[src/design/itd_pkg.sv]
package itd_pkg;

   localparam int KIND_W   = 2;
   localparam int IN_VAL_W = 32;
   localparam int CHAR_W   = 8;

   // request kinds; the unused code decodes by its high bit as hex
   localparam logic [KIND_W-1:0] KIND_UDEC = 2'd0;
   localparam logic [KIND_W-1:0] KIND_SDEC = 2'd1;
   localparam logic [KIND_W-1:0] KIND_HEX  = 2'd2;

   localparam logic [CHAR_W-1:0] CHAR_ZERO       = 8'h30;
   localparam logic [CHAR_W-1:0] CHAR_ALPHA_BASE = 8'h57;
   localparam logic [CHAR_W-1:0] CHAR_MINUS      = 8'h2d;
   localparam logic [3:0]        DEC_BASE        = 4'd10;

   typedef struct packed {
      logic [KIND_W-1:0]   kind;
      logic [IN_VAL_W-1:0] value;
   } req_type;

   typedef struct packed {
      logic [CHAR_W-1:0] text_char;
      logic              last;
   } rsp_type;

   typedef enum logic [2:0] {
      ST_IDLE,
      ST_CONV,
      ST_SIGN,
      ST_SCAN,
      ST_SEND
   } state_type;

   function automatic logic [CHAR_W-1:0] digit_char(input logic [3:0] dgt);
      logic [CHAR_W-1:0] base;
      base = (dgt < DEC_BASE) ? CHAR_ZERO : CHAR_ALPHA_BASE;
      return base + CHAR_W'(dgt);
   endfunction

endpackage

[src/design/integer_to_text_digits.sv]
// sequence: a decimal request runs the shift-add-3 conversion, then the sign state, which sends a minus
//   sign for a negative value, then the scan, which skips leading zeros, and then the digits are sent;
//   a hex request skips the conversion and goes straight to the sign state
// throughput: one request at a time, then one character per cycle while rsp_stall is low;
//   the decimal conversion is the one-bit-per-cycle shift-add-3 loop
// reset: synchronous, clears the sequencer and the result valid; digit store is not cleared
module integer_to_text_digits
   import itd_pkg::*;
#(
   parameter int VALUE_WIDTH = 32
) (
   input  logic    clock,
   input  logic    reset,
   input  logic    req_valid,
   output logic    req_stall,
   input  req_type req_data,
   output logic    rsp_valid,
   input  logic    rsp_stall,
   output rsp_type rsp_data
);

   // decimal digits needed: floor(w * log10(2)) + 1
   localparam int NUM_DEC = (VALUE_WIDTH * 30103) / 100000 + 1;
   localparam int NUM_HEX = (VALUE_WIDTH + 3) / 4;
   localparam int NUM_DIG = (NUM_DEC > NUM_HEX) ? NUM_DEC : NUM_HEX;
   localparam int PTR_W   = (NUM_DIG > 1) ? $clog2(NUM_DIG) : 1;
   localparam int CNT_W   = $clog2(VALUE_WIDTH);

   // sequencer
   state_type state_ff, state_in;

   // working registers
   logic [VALUE_WIDTH-1:0] mag_ff, mag_in;
   logic [3:0]             dig_ff [NUM_DIG];
   logic [3:0]             dig_in [NUM_DIG];
   logic                   neg_ff, neg_in;
   logic                   hex_ff, hex_in;
   logic [CNT_W-1:0]       cnt_ff, cnt_in;
   logic [PTR_W-1:0]       ptr_ff, ptr_in;

   // result register
   logic    rsp_valid_ff, rsp_valid_in;
   rsp_type rsp_data_ff, rsp_data_in;

   // helpers
   logic                   req_take;
   logic                   out_free;
   logic [3:0]             cur_dig;
   logic                   conv_done;
   logic [VALUE_WIDTH-1:0] val_in;
   logic                   val_neg;
   logic [4*NUM_DIG-1:0]   nib_pad;
   logic [3:0]             adj [NUM_DIG];

   assign req_stall = (state_ff != ST_IDLE);
   assign req_take  = req_valid && !req_stall;
   assign out_free  = !rsp_valid_ff || !rsp_stall;
   assign cur_dig   = dig_ff[ptr_ff];
   assign conv_done = (cnt_ff == CNT_W'(VALUE_WIDTH - 1));

   // input masked to the working width, negated in signed mode when the sign bit is set
   assign val_in  = VALUE_WIDTH'(req_data.value);
   assign val_neg = (req_data.kind == KIND_SDEC) && val_in[VALUE_WIDTH-1];
   assign nib_pad = (4*NUM_DIG)'(val_in);

   // next state
   always_comb begin
      state_in = state_ff;
      unique case (state_ff)
         ST_IDLE: begin
            if (req_take) begin
               // hex needs no conversion: nibbles are the digits
               state_in = req_data.kind[1] ? ST_SIGN : ST_CONV;
            end
         end
         ST_CONV: begin
            if (conv_done) begin
               state_in = ST_SIGN;
            end
         end
         ST_SIGN: begin
            if (!neg_ff || out_free) begin
               state_in = ST_SCAN;
            end
         end
         ST_SCAN: begin
            // leading zeros skipped one per cycle; digit zero always printed
            if (cur_dig != 4'd0 || ptr_ff == '0) begin
               state_in = ST_SEND;
            end
         end
         ST_SEND: begin
            if (out_free && ptr_ff == '0) begin
               state_in = ST_IDLE;
            end
         end
         default: state_in = ST_IDLE;
      endcase
   end

   // shift-add-3 lane adjust: each bcd digit of 5 or more gets 3 added before the shift
   always_comb begin
      for (int i = 0; i < NUM_DIG; i++) begin
         adj[i] = (dig_ff[i] >= 4'd5) ? dig_ff[i] + 4'd3 : dig_ff[i];
      end
   end

   // datapath and result register
   always_comb begin
      mag_in       = mag_ff;
      neg_in       = neg_ff;
      hex_in       = hex_ff;
      cnt_in       = cnt_ff;
      ptr_in       = ptr_ff;
      rsp_valid_in = rsp_valid_ff && rsp_stall;
      rsp_data_in  = rsp_data_ff;
      for (int i = 0; i < NUM_DIG; i++) begin
         dig_in[i] = dig_ff[i];
      end

      unique case (state_ff)
         ST_IDLE: begin
            if (req_take) begin
               mag_in = val_neg ? (~val_in + VALUE_WIDTH'(1)) : val_in;
               neg_in = val_neg;
               hex_in = req_data.kind[1];
               cnt_in = '0;
               for (int i = 0; i < NUM_DIG; i++) begin
                  dig_in[i] = req_data.kind[1] ? nib_pad[4*i +: 4] : 4'd0;
               end
            end
         end
         ST_CONV: begin
            // one magnitude bit enters the bcd chain per cycle, msb first
            dig_in[0] = {adj[0][2:0], mag_ff[VALUE_WIDTH-1]};
            for (int i = 1; i < NUM_DIG; i++) begin
               dig_in[i] = {adj[i][2:0], adj[i-1][3]};
            end
            mag_in = mag_ff << 1;
            cnt_in = cnt_ff + CNT_W'(1);
         end
         ST_SIGN: begin
            ptr_in = hex_ff ? PTR_W'(NUM_HEX - 1) : PTR_W'(NUM_DEC - 1);
            if (neg_ff && out_free) begin
               rsp_valid_in          = 1'b1;
               rsp_data_in.text_char = CHAR_MINUS;
               rsp_data_in.last      = 1'b0;
            end
         end
         ST_SCAN: begin
            if (cur_dig == 4'd0 && ptr_ff != '0) begin
               ptr_in = ptr_ff - PTR_W'(1);
            end
         end
         ST_SEND: begin
            if (out_free) begin
               rsp_valid_in          = 1'b1;
               rsp_data_in.text_char = digit_char(cur_dig);
               rsp_data_in.last      = (ptr_ff == '0);
               if (ptr_ff != '0) begin
                  ptr_in = ptr_ff - PTR_W'(1);
               end
            end
         end
         default: ;
      endcase
   end

   // control registers
   always_ff @(posedge clock) begin
      if (reset) begin
         state_ff     <= ST_IDLE;
         rsp_valid_ff <= 1'b0;
      end else begin
         state_ff     <= state_in;
         rsp_valid_ff <= rsp_valid_in;
      end
   end

   // payload registers
   always_ff @(posedge clock) begin
      mag_ff      <= mag_in;
      neg_ff      <= neg_in;
      hex_ff      <= hex_in;
      cnt_ff      <= cnt_in;
      ptr_ff      <= ptr_in;
      rsp_data_ff <= rsp_data_in;
      for (int i = 0; i < NUM_DIG; i++) begin
         dig_ff[i] <= dig_in[i];
      end
   end

   assign rsp_valid = rsp_valid_ff;
   assign rsp_data  = rsp_data_ff;

   // a taken request always starts the sequencer
   a_take_busy: assert property (@(posedge clock) disable iff (reset)
      req_take |=> state_ff != ST_IDLE)
      else $error("request taken but sequencer stayed idle");

   // the lowest digit sent is marked last
   a_last_mark: assert property (@(posedge clock) disable iff (reset)
      (state_ff == ST_SEND && out_free && ptr_ff == '0) |=> rsp_data_ff.last)
      else $error("final character not marked last");

   // hex never runs the bcd conversion
   a_hex_noconv: assert property (@(posedge clock) disable iff (reset)
      (state_ff == ST_CONV) |-> !hex_ff)
      else $error("bcd conversion running on a hex request");

   // after conversion every decimal digit is in range
   a_bcd_range: assert property (@(posedge clock) disable iff (reset)
      ((state_ff == ST_SCAN || state_ff == ST_SEND) && !hex_ff) |-> (cur_dig < DEC_BASE))
      else $error("bcd digit out of range");

endmodule
[config.mk]
export PLATFORM = sky130hd
export DESIGN_NAME = integer_to_text_digits
export DESIGN_NICKNAME = d
export VERILOG_FILES = /design/src/design/itd_pkg.sv /design/src/design/integer_to_text_digits.sv
export SDC_FILE = /design/constraint.sdc
export NUM_CORES = 1
export LEC_CHECK = 0
export BUFFER_PORTS_ARGS = -buffer_cell sky130_fd_sc_hd__buf_2
export CAP_MARGIN = 20
export CORE_AREA = 2 2 128 130
export DETAILED_ROUTE_END_ITERATION = 12
export DIE_AREA = 0 0 130 132
export GPL_TIMING_DRIVEN = 0
export PLACE_DENSITY_LB_ADDON = 0.15
export SYNTH_ARGS = -nofsm -noshare
export SYNTH_HDL_FRONTEND = slang
export SYNTH_SLANG_ARGS = --single-unit
[constraint.sdc]
create_clock -name clock -period 8.3 [get_ports clock]
set_input_delay 0.83 -clock clock [delete_from_list [all_inputs] [get_ports clock]]
set_output_delay 0.83 -clock clock [all_outputs]
set_load 0.005 [all_outputs]
; Word level (Yosys, flattened, before mapping)
; Memories as Yosys holds them, arrays and structs flattened. A register that Yosys moved wholly into a read port is not among the register bits.
; Index checks and enable logic that the tools add are counted.
[totals]
regBits = 56
ramBits = 40
in_bits = 38
output_inout_bits = 11
word_cells = 123
n_memories = 1
[op_classes]
n_addsub = 14
magnitude_cmp = 11
eq_ne = 15
mux = 45
bitwise = 1
reduce_logical = 27
[memory_table]
columns = memory, words, word_bits, read_ports, rd_clocked_by_memory_dff, wr, line_no
row1 = dig_ff, 10, 4, 11, 1, 10, integer_to_text_digits.sv:34  ; logic [3:0] dig_ff [NUM_DIG];
[ops]
columns = operator, n
row1 = 4-bit 2-to-1 mux, 22
row2 = 40-bit case mux with 2 select lines, 1
row3 = 32-bit 2-to-1 mux, 2
row4 = 32-bit case mux with 2 select lines, 1
row5 = "4-bit by 3-bit greater-or-equal comparator with 1-bit output, second input constant", 10
row6 = 40-bit 2-to-1 mux, 1
row7 = "4-bit by 2-bit adder with 4-bit output, second input constant", 9
row8 = "32-bit by 1-bit adder with 32-bit output, second input constant", 1
row9 = 32-bit NOT, 1
row10 = 3-bit 2-to-1 mux, 6
row11 = 9-bit 2-to-1 mux, 2
row12 = "2-bit != test, second input constant", 9
row13 = 9-bit case mux with 2 select lines, 1
row14 = 3-bit case mux with 5 select lines, 1
row15 = 4-bit case mux with 3 select lines, 1
row16 = 5-bit case mux with 2 select lines, 1
row17 = 7-bit by 4-bit adder with 8-bit output, 1
row18 = 4-bit logical NOT, 2
row19 = 4-bit nonzero test, 2
row20 = 7-bit 2-to-1 mux, 1
row21 = "3-bit by 2-bit equality test with 1-bit output, second input constant", 2
row22 = 1-bit logical AND, 6
row23 = 3-bit nonzero test, 2
row24 = "5-bit by 1-bit adder with 5-bit output, second input constant", 1
row25 = other kinds (19), 27

; Depth between registers and ports, before layout
[depth]
depth_word = 5
mapped_depth = 10
depth_no_buf = 9

; Worst setup path after synthesis
; No wires, ideal clock.
[synth_path]
path_kind = input to register
startpoint = input req_valid
endpoint = register cnt_ff[0], enable pin
setup_ns = 0.619
arrival_ns = 6.289
required_ns = 7.681
setup_slack_ns = 1.393
stages = 2
n_path_buf = 0
path_cell_list = inv_1 > o21ai_0
[synth_via]
elab_chain_len = 3
[synth_lines]
columns = element, line_no
row1 = from (decl), integer_to_text_digits.sv:14  ; input logic req_valid,
row2 = 1-bit logical AND, integer_to_text_digits.sv:56  ; assign req_take = req_valid && !req_stall;
row3 = 2-bit != test (no source line), n/a
row4 = 2-bit AND reduction (no source line), n/a
row5 = to (signal assigned), integer_to_text_digits.sv:185  ; cnt_ff <= cnt_in;
row6 = to (decl), integer_to_text_digits.sv:38  ; logic [CNT_W-1:0] cnt_ff, cnt_in;
; Every way passes these cells.
; A chain may end at the register's enable or synchronous reset.

==> impl_metrics.csv <==
group,metric,value,unit
worst_setup_path,rr_worst_depth,7,
timing,clock_skew,7.55,ps
route,via_count,4819,
logic_synthesis,syn-cell-area,6150,µm²
worst_setup_path,cp_data_arrival_time,3940,ps
finish,antenna_cells,0,
run,drv_cap,0,
global_routing,grt_max_degree,29,
timing,rsz0062_at_grt,"no",
worst_setup_path,start_kind,"flip-flop",
worst_setup_path,slowest_stage,"nor4_1",
finish,fillerInstances,1518,
cts,cts_resized,0,
timing,relSlewSlack,0.328,
logic_synthesis,synth_cells,632,
global_routing,globalRouteOverflowTotal,0,
global_routing,grt_usage,0.182,
worst_setup_path,cp.required,8530,ps
timing,slew_violations,0,
timing,worst_slew_pin_slew,999,ps
placement,hpwl,11600,µm
worst_setup_path,path_common_cell,"mux2_2",
logic_synthesis,syn_nets,696,
worst_setup_path,crit_cells,7,
route,wl_per_cell,16.7,µm
logic_synthesis,async_flop_share,0,
finish,area_delta_synth_final,14.2,%
logic_synthesis,yosys.area.top_type,"edfxtp_1",
logic_synthesis,synth_area_leaders,"edfxtp_1, o21ai_0, ha_1",
cts,h-tree-depth,3,
worst_setup_path,worstPathMaxFanout,10,
logic_synthesis,syn_area_per_cell,9.74,µm²
route,drc,0,
cts,cts.sinks,99,
die,die_h,132,µm
timing,hold_ws,517,ps
timing,hold_violations,0,
worst_setup_path,crit_chain,"clkbuf_1, mux2_2, o22ai_1, o31ai_1, nor4_1, a2bb2oi_1, mux2_2",
cts,root_buffer,"clkbuf_16",
worst_setup_path,ff2ff_setup_slack,4580,ps
die,dieArea,17200,µm²
placement,place.gp.congestion,0.835,
placement,port_buffers,46,
die,io-pin-count,49,
global_routing,antenna_found_initial,0,
finish,layout-drive-gt1-share,0.122,
logic_synthesis,yosysWarnings,0,
timing,setup_violations,0,
logic_synthesis,synth_common_cells,"edfxtp_1, o21ai_0, nand2_1, a21oi_1, nor2_1",
worst_setup_path,crit_path_max_incr_delay,860,ps
die,core-area,15700,µm²
power,leakage,0.00259,µW
logic_synthesis,ys.flop_type,"edfxtp_1",
global_routing,grt_pass1_vias,4848,
hold_path,min_path_type,"reg2reg",
logic_synthesis,synth_top_area_share,0.444,
finish,finalNetCount,756,
cts,insertion_delay,350,ps
finish,postLayoutCellArea,7020,µm²
worst_setup_path,crit_type,"reg2reg",
worst_setup_path,path_buf_inv,1,
cts,post_cts_buffers,0,
global_routing,grt_pass1_wl,24600,µm
logic_synthesis,seq_area_frac_synth,0.470,
route,ant_nets,0,
cts,cts_buffers,9,
power,power.density,304,nW/µm²
worst_setup_path,end_kind,"flip-flop",
cts,cts_max_path_buffers,2,
die,initial_utilization,0.392,
route,wirelength,15300,µm
timing,fmax,0.269,GHz
cts,clk_pin_slew,70,ps
power,vdd_drop_max,0.142,mV
run_status,outcome,"completed",
worst_setup_path,cp_top_family,"compound AO/OA/AOI/OAI gates",
timing,min_period_over_period,0.448,
logic_synthesis,synth_seq_cells,99,
cts,hold_buffers,0,
die,rows,46,
die,die_w,130,µm
logic_synthesis,synth_edf_count,91,
route,dr.pass1.iters,4,
logic_synthesis,yosysUniqueCellTypes,50,
placement,post_dp_cell_area,6740,µm²
route,vias_per_cell,5.28,
cts,tritoncts,"done",
route,drt_iter0_drc,300,
timing,period_needed,3720,ps
logic_synthesis,yosysMostFrequentCell,"edfxtp_1",
layer usage:
layer	vias up	wire, µm	global-route usage
met1	2288	6930	0.242
met3	21	580	0.0244
met5	-	0	0
met2	115	7450	0.303
li1	2395	-	-
met4	0	297	0.0669
how the worst min path moves through the flow:
stage / start / end / slack (ps) / cells after the start
floorplan: mag_ff[21] / mag_ff[22] / 480 / 2
global placement: mag_ff[21] / mag_ff[22] / 490 / 2
detailed placement: mag_ff[21] / mag_ff[22] / 490 / 2
CTS: mag_ff[21] / mag_ff[22] / 510 / 2
global route: mag_ff[21] / mag_ff[22] / 540 / 2
finish: mag_ff[21] / mag_ff[22] / 520 / 2
worst min-delay path: cells and delay by family, from the launching register on:
family	cells	cell delay, ps
flops	1	320
simple gates	2	90
report_power, final:
part	switching (µW)	internal [µW]	leakage [µW]
clock	187	230	0.000138
sequential	110	772	0.000947
combinational	505	331	0.00151
total	802	1330	0.00259
registers in the layout (all words and copies together) (netlist names), named ones only:
register and flops:
rsp_valid 1, neg_ff 1, state_ff 3, rsp_data 8, cnt_ff 5, mag_ff 32
dig_ff 40, hex_ff 1, ptr_ff 4
layout by cell type (no fill, tap or decap), types with 28 or more instances in the layout:
master,Yosys,routed
nand3_1,36,36
xnor2_1,28,28
a21oi_1,50,50
o21ai_0,69,68
buf_2,2,48
edfxtp_1,91,91
nand2_1,52,52
inv_1,31,31
nor2_1,49,49
cell families after synthesis:
group	Yosys count	share of synthesized area
simple gates	202	0.159
compound gates	162	0.153
flops	99	0.470
buf+inv	63	0.0407
xor+xnor	53	0.0754
fa+ha+maj	26	0.0541
mux	26	0.0470
other cells	1	0.000609
stage by stage:
| step | instances | setup slack [ps] | utilization | total power (µW) | setup TNS, ps |
|---|---|---|---|---|---|
| 2_1_floorplan | 632 | 1390 | - | 1480 | 0 |
| 3_3_place_gp | 894 | -1770 | 0.423 | 1710 | -135990 |
| 3_5_place_dp | 897 | 4580 | 0.429 | 1730 | 0 |
| 4_1_cts | 913 | 4570 | 0.447 | 2150 | 0 |
| 5_1_grt | 913 | 4290 | 0.447 | 2290 | 0 |
| 6_report | 913 | 4580 | 0.447 | 2130 | 0 |
layout make-up:
class                   count  area, µm²  area share
repair buffers             49        305      0.0435
flip-flops and latches     99       2890       0.412
plain buffers              32        134      0.0191
clock inverters             7       58.8     0.00837
multi-input cells         470       3020       0.430
well taps                 216        270      0.0385
inverters                  31        116      0.0166
clock buffers               9        225      0.0321
No activity file was read; power rests on OpenSTA's default activity.
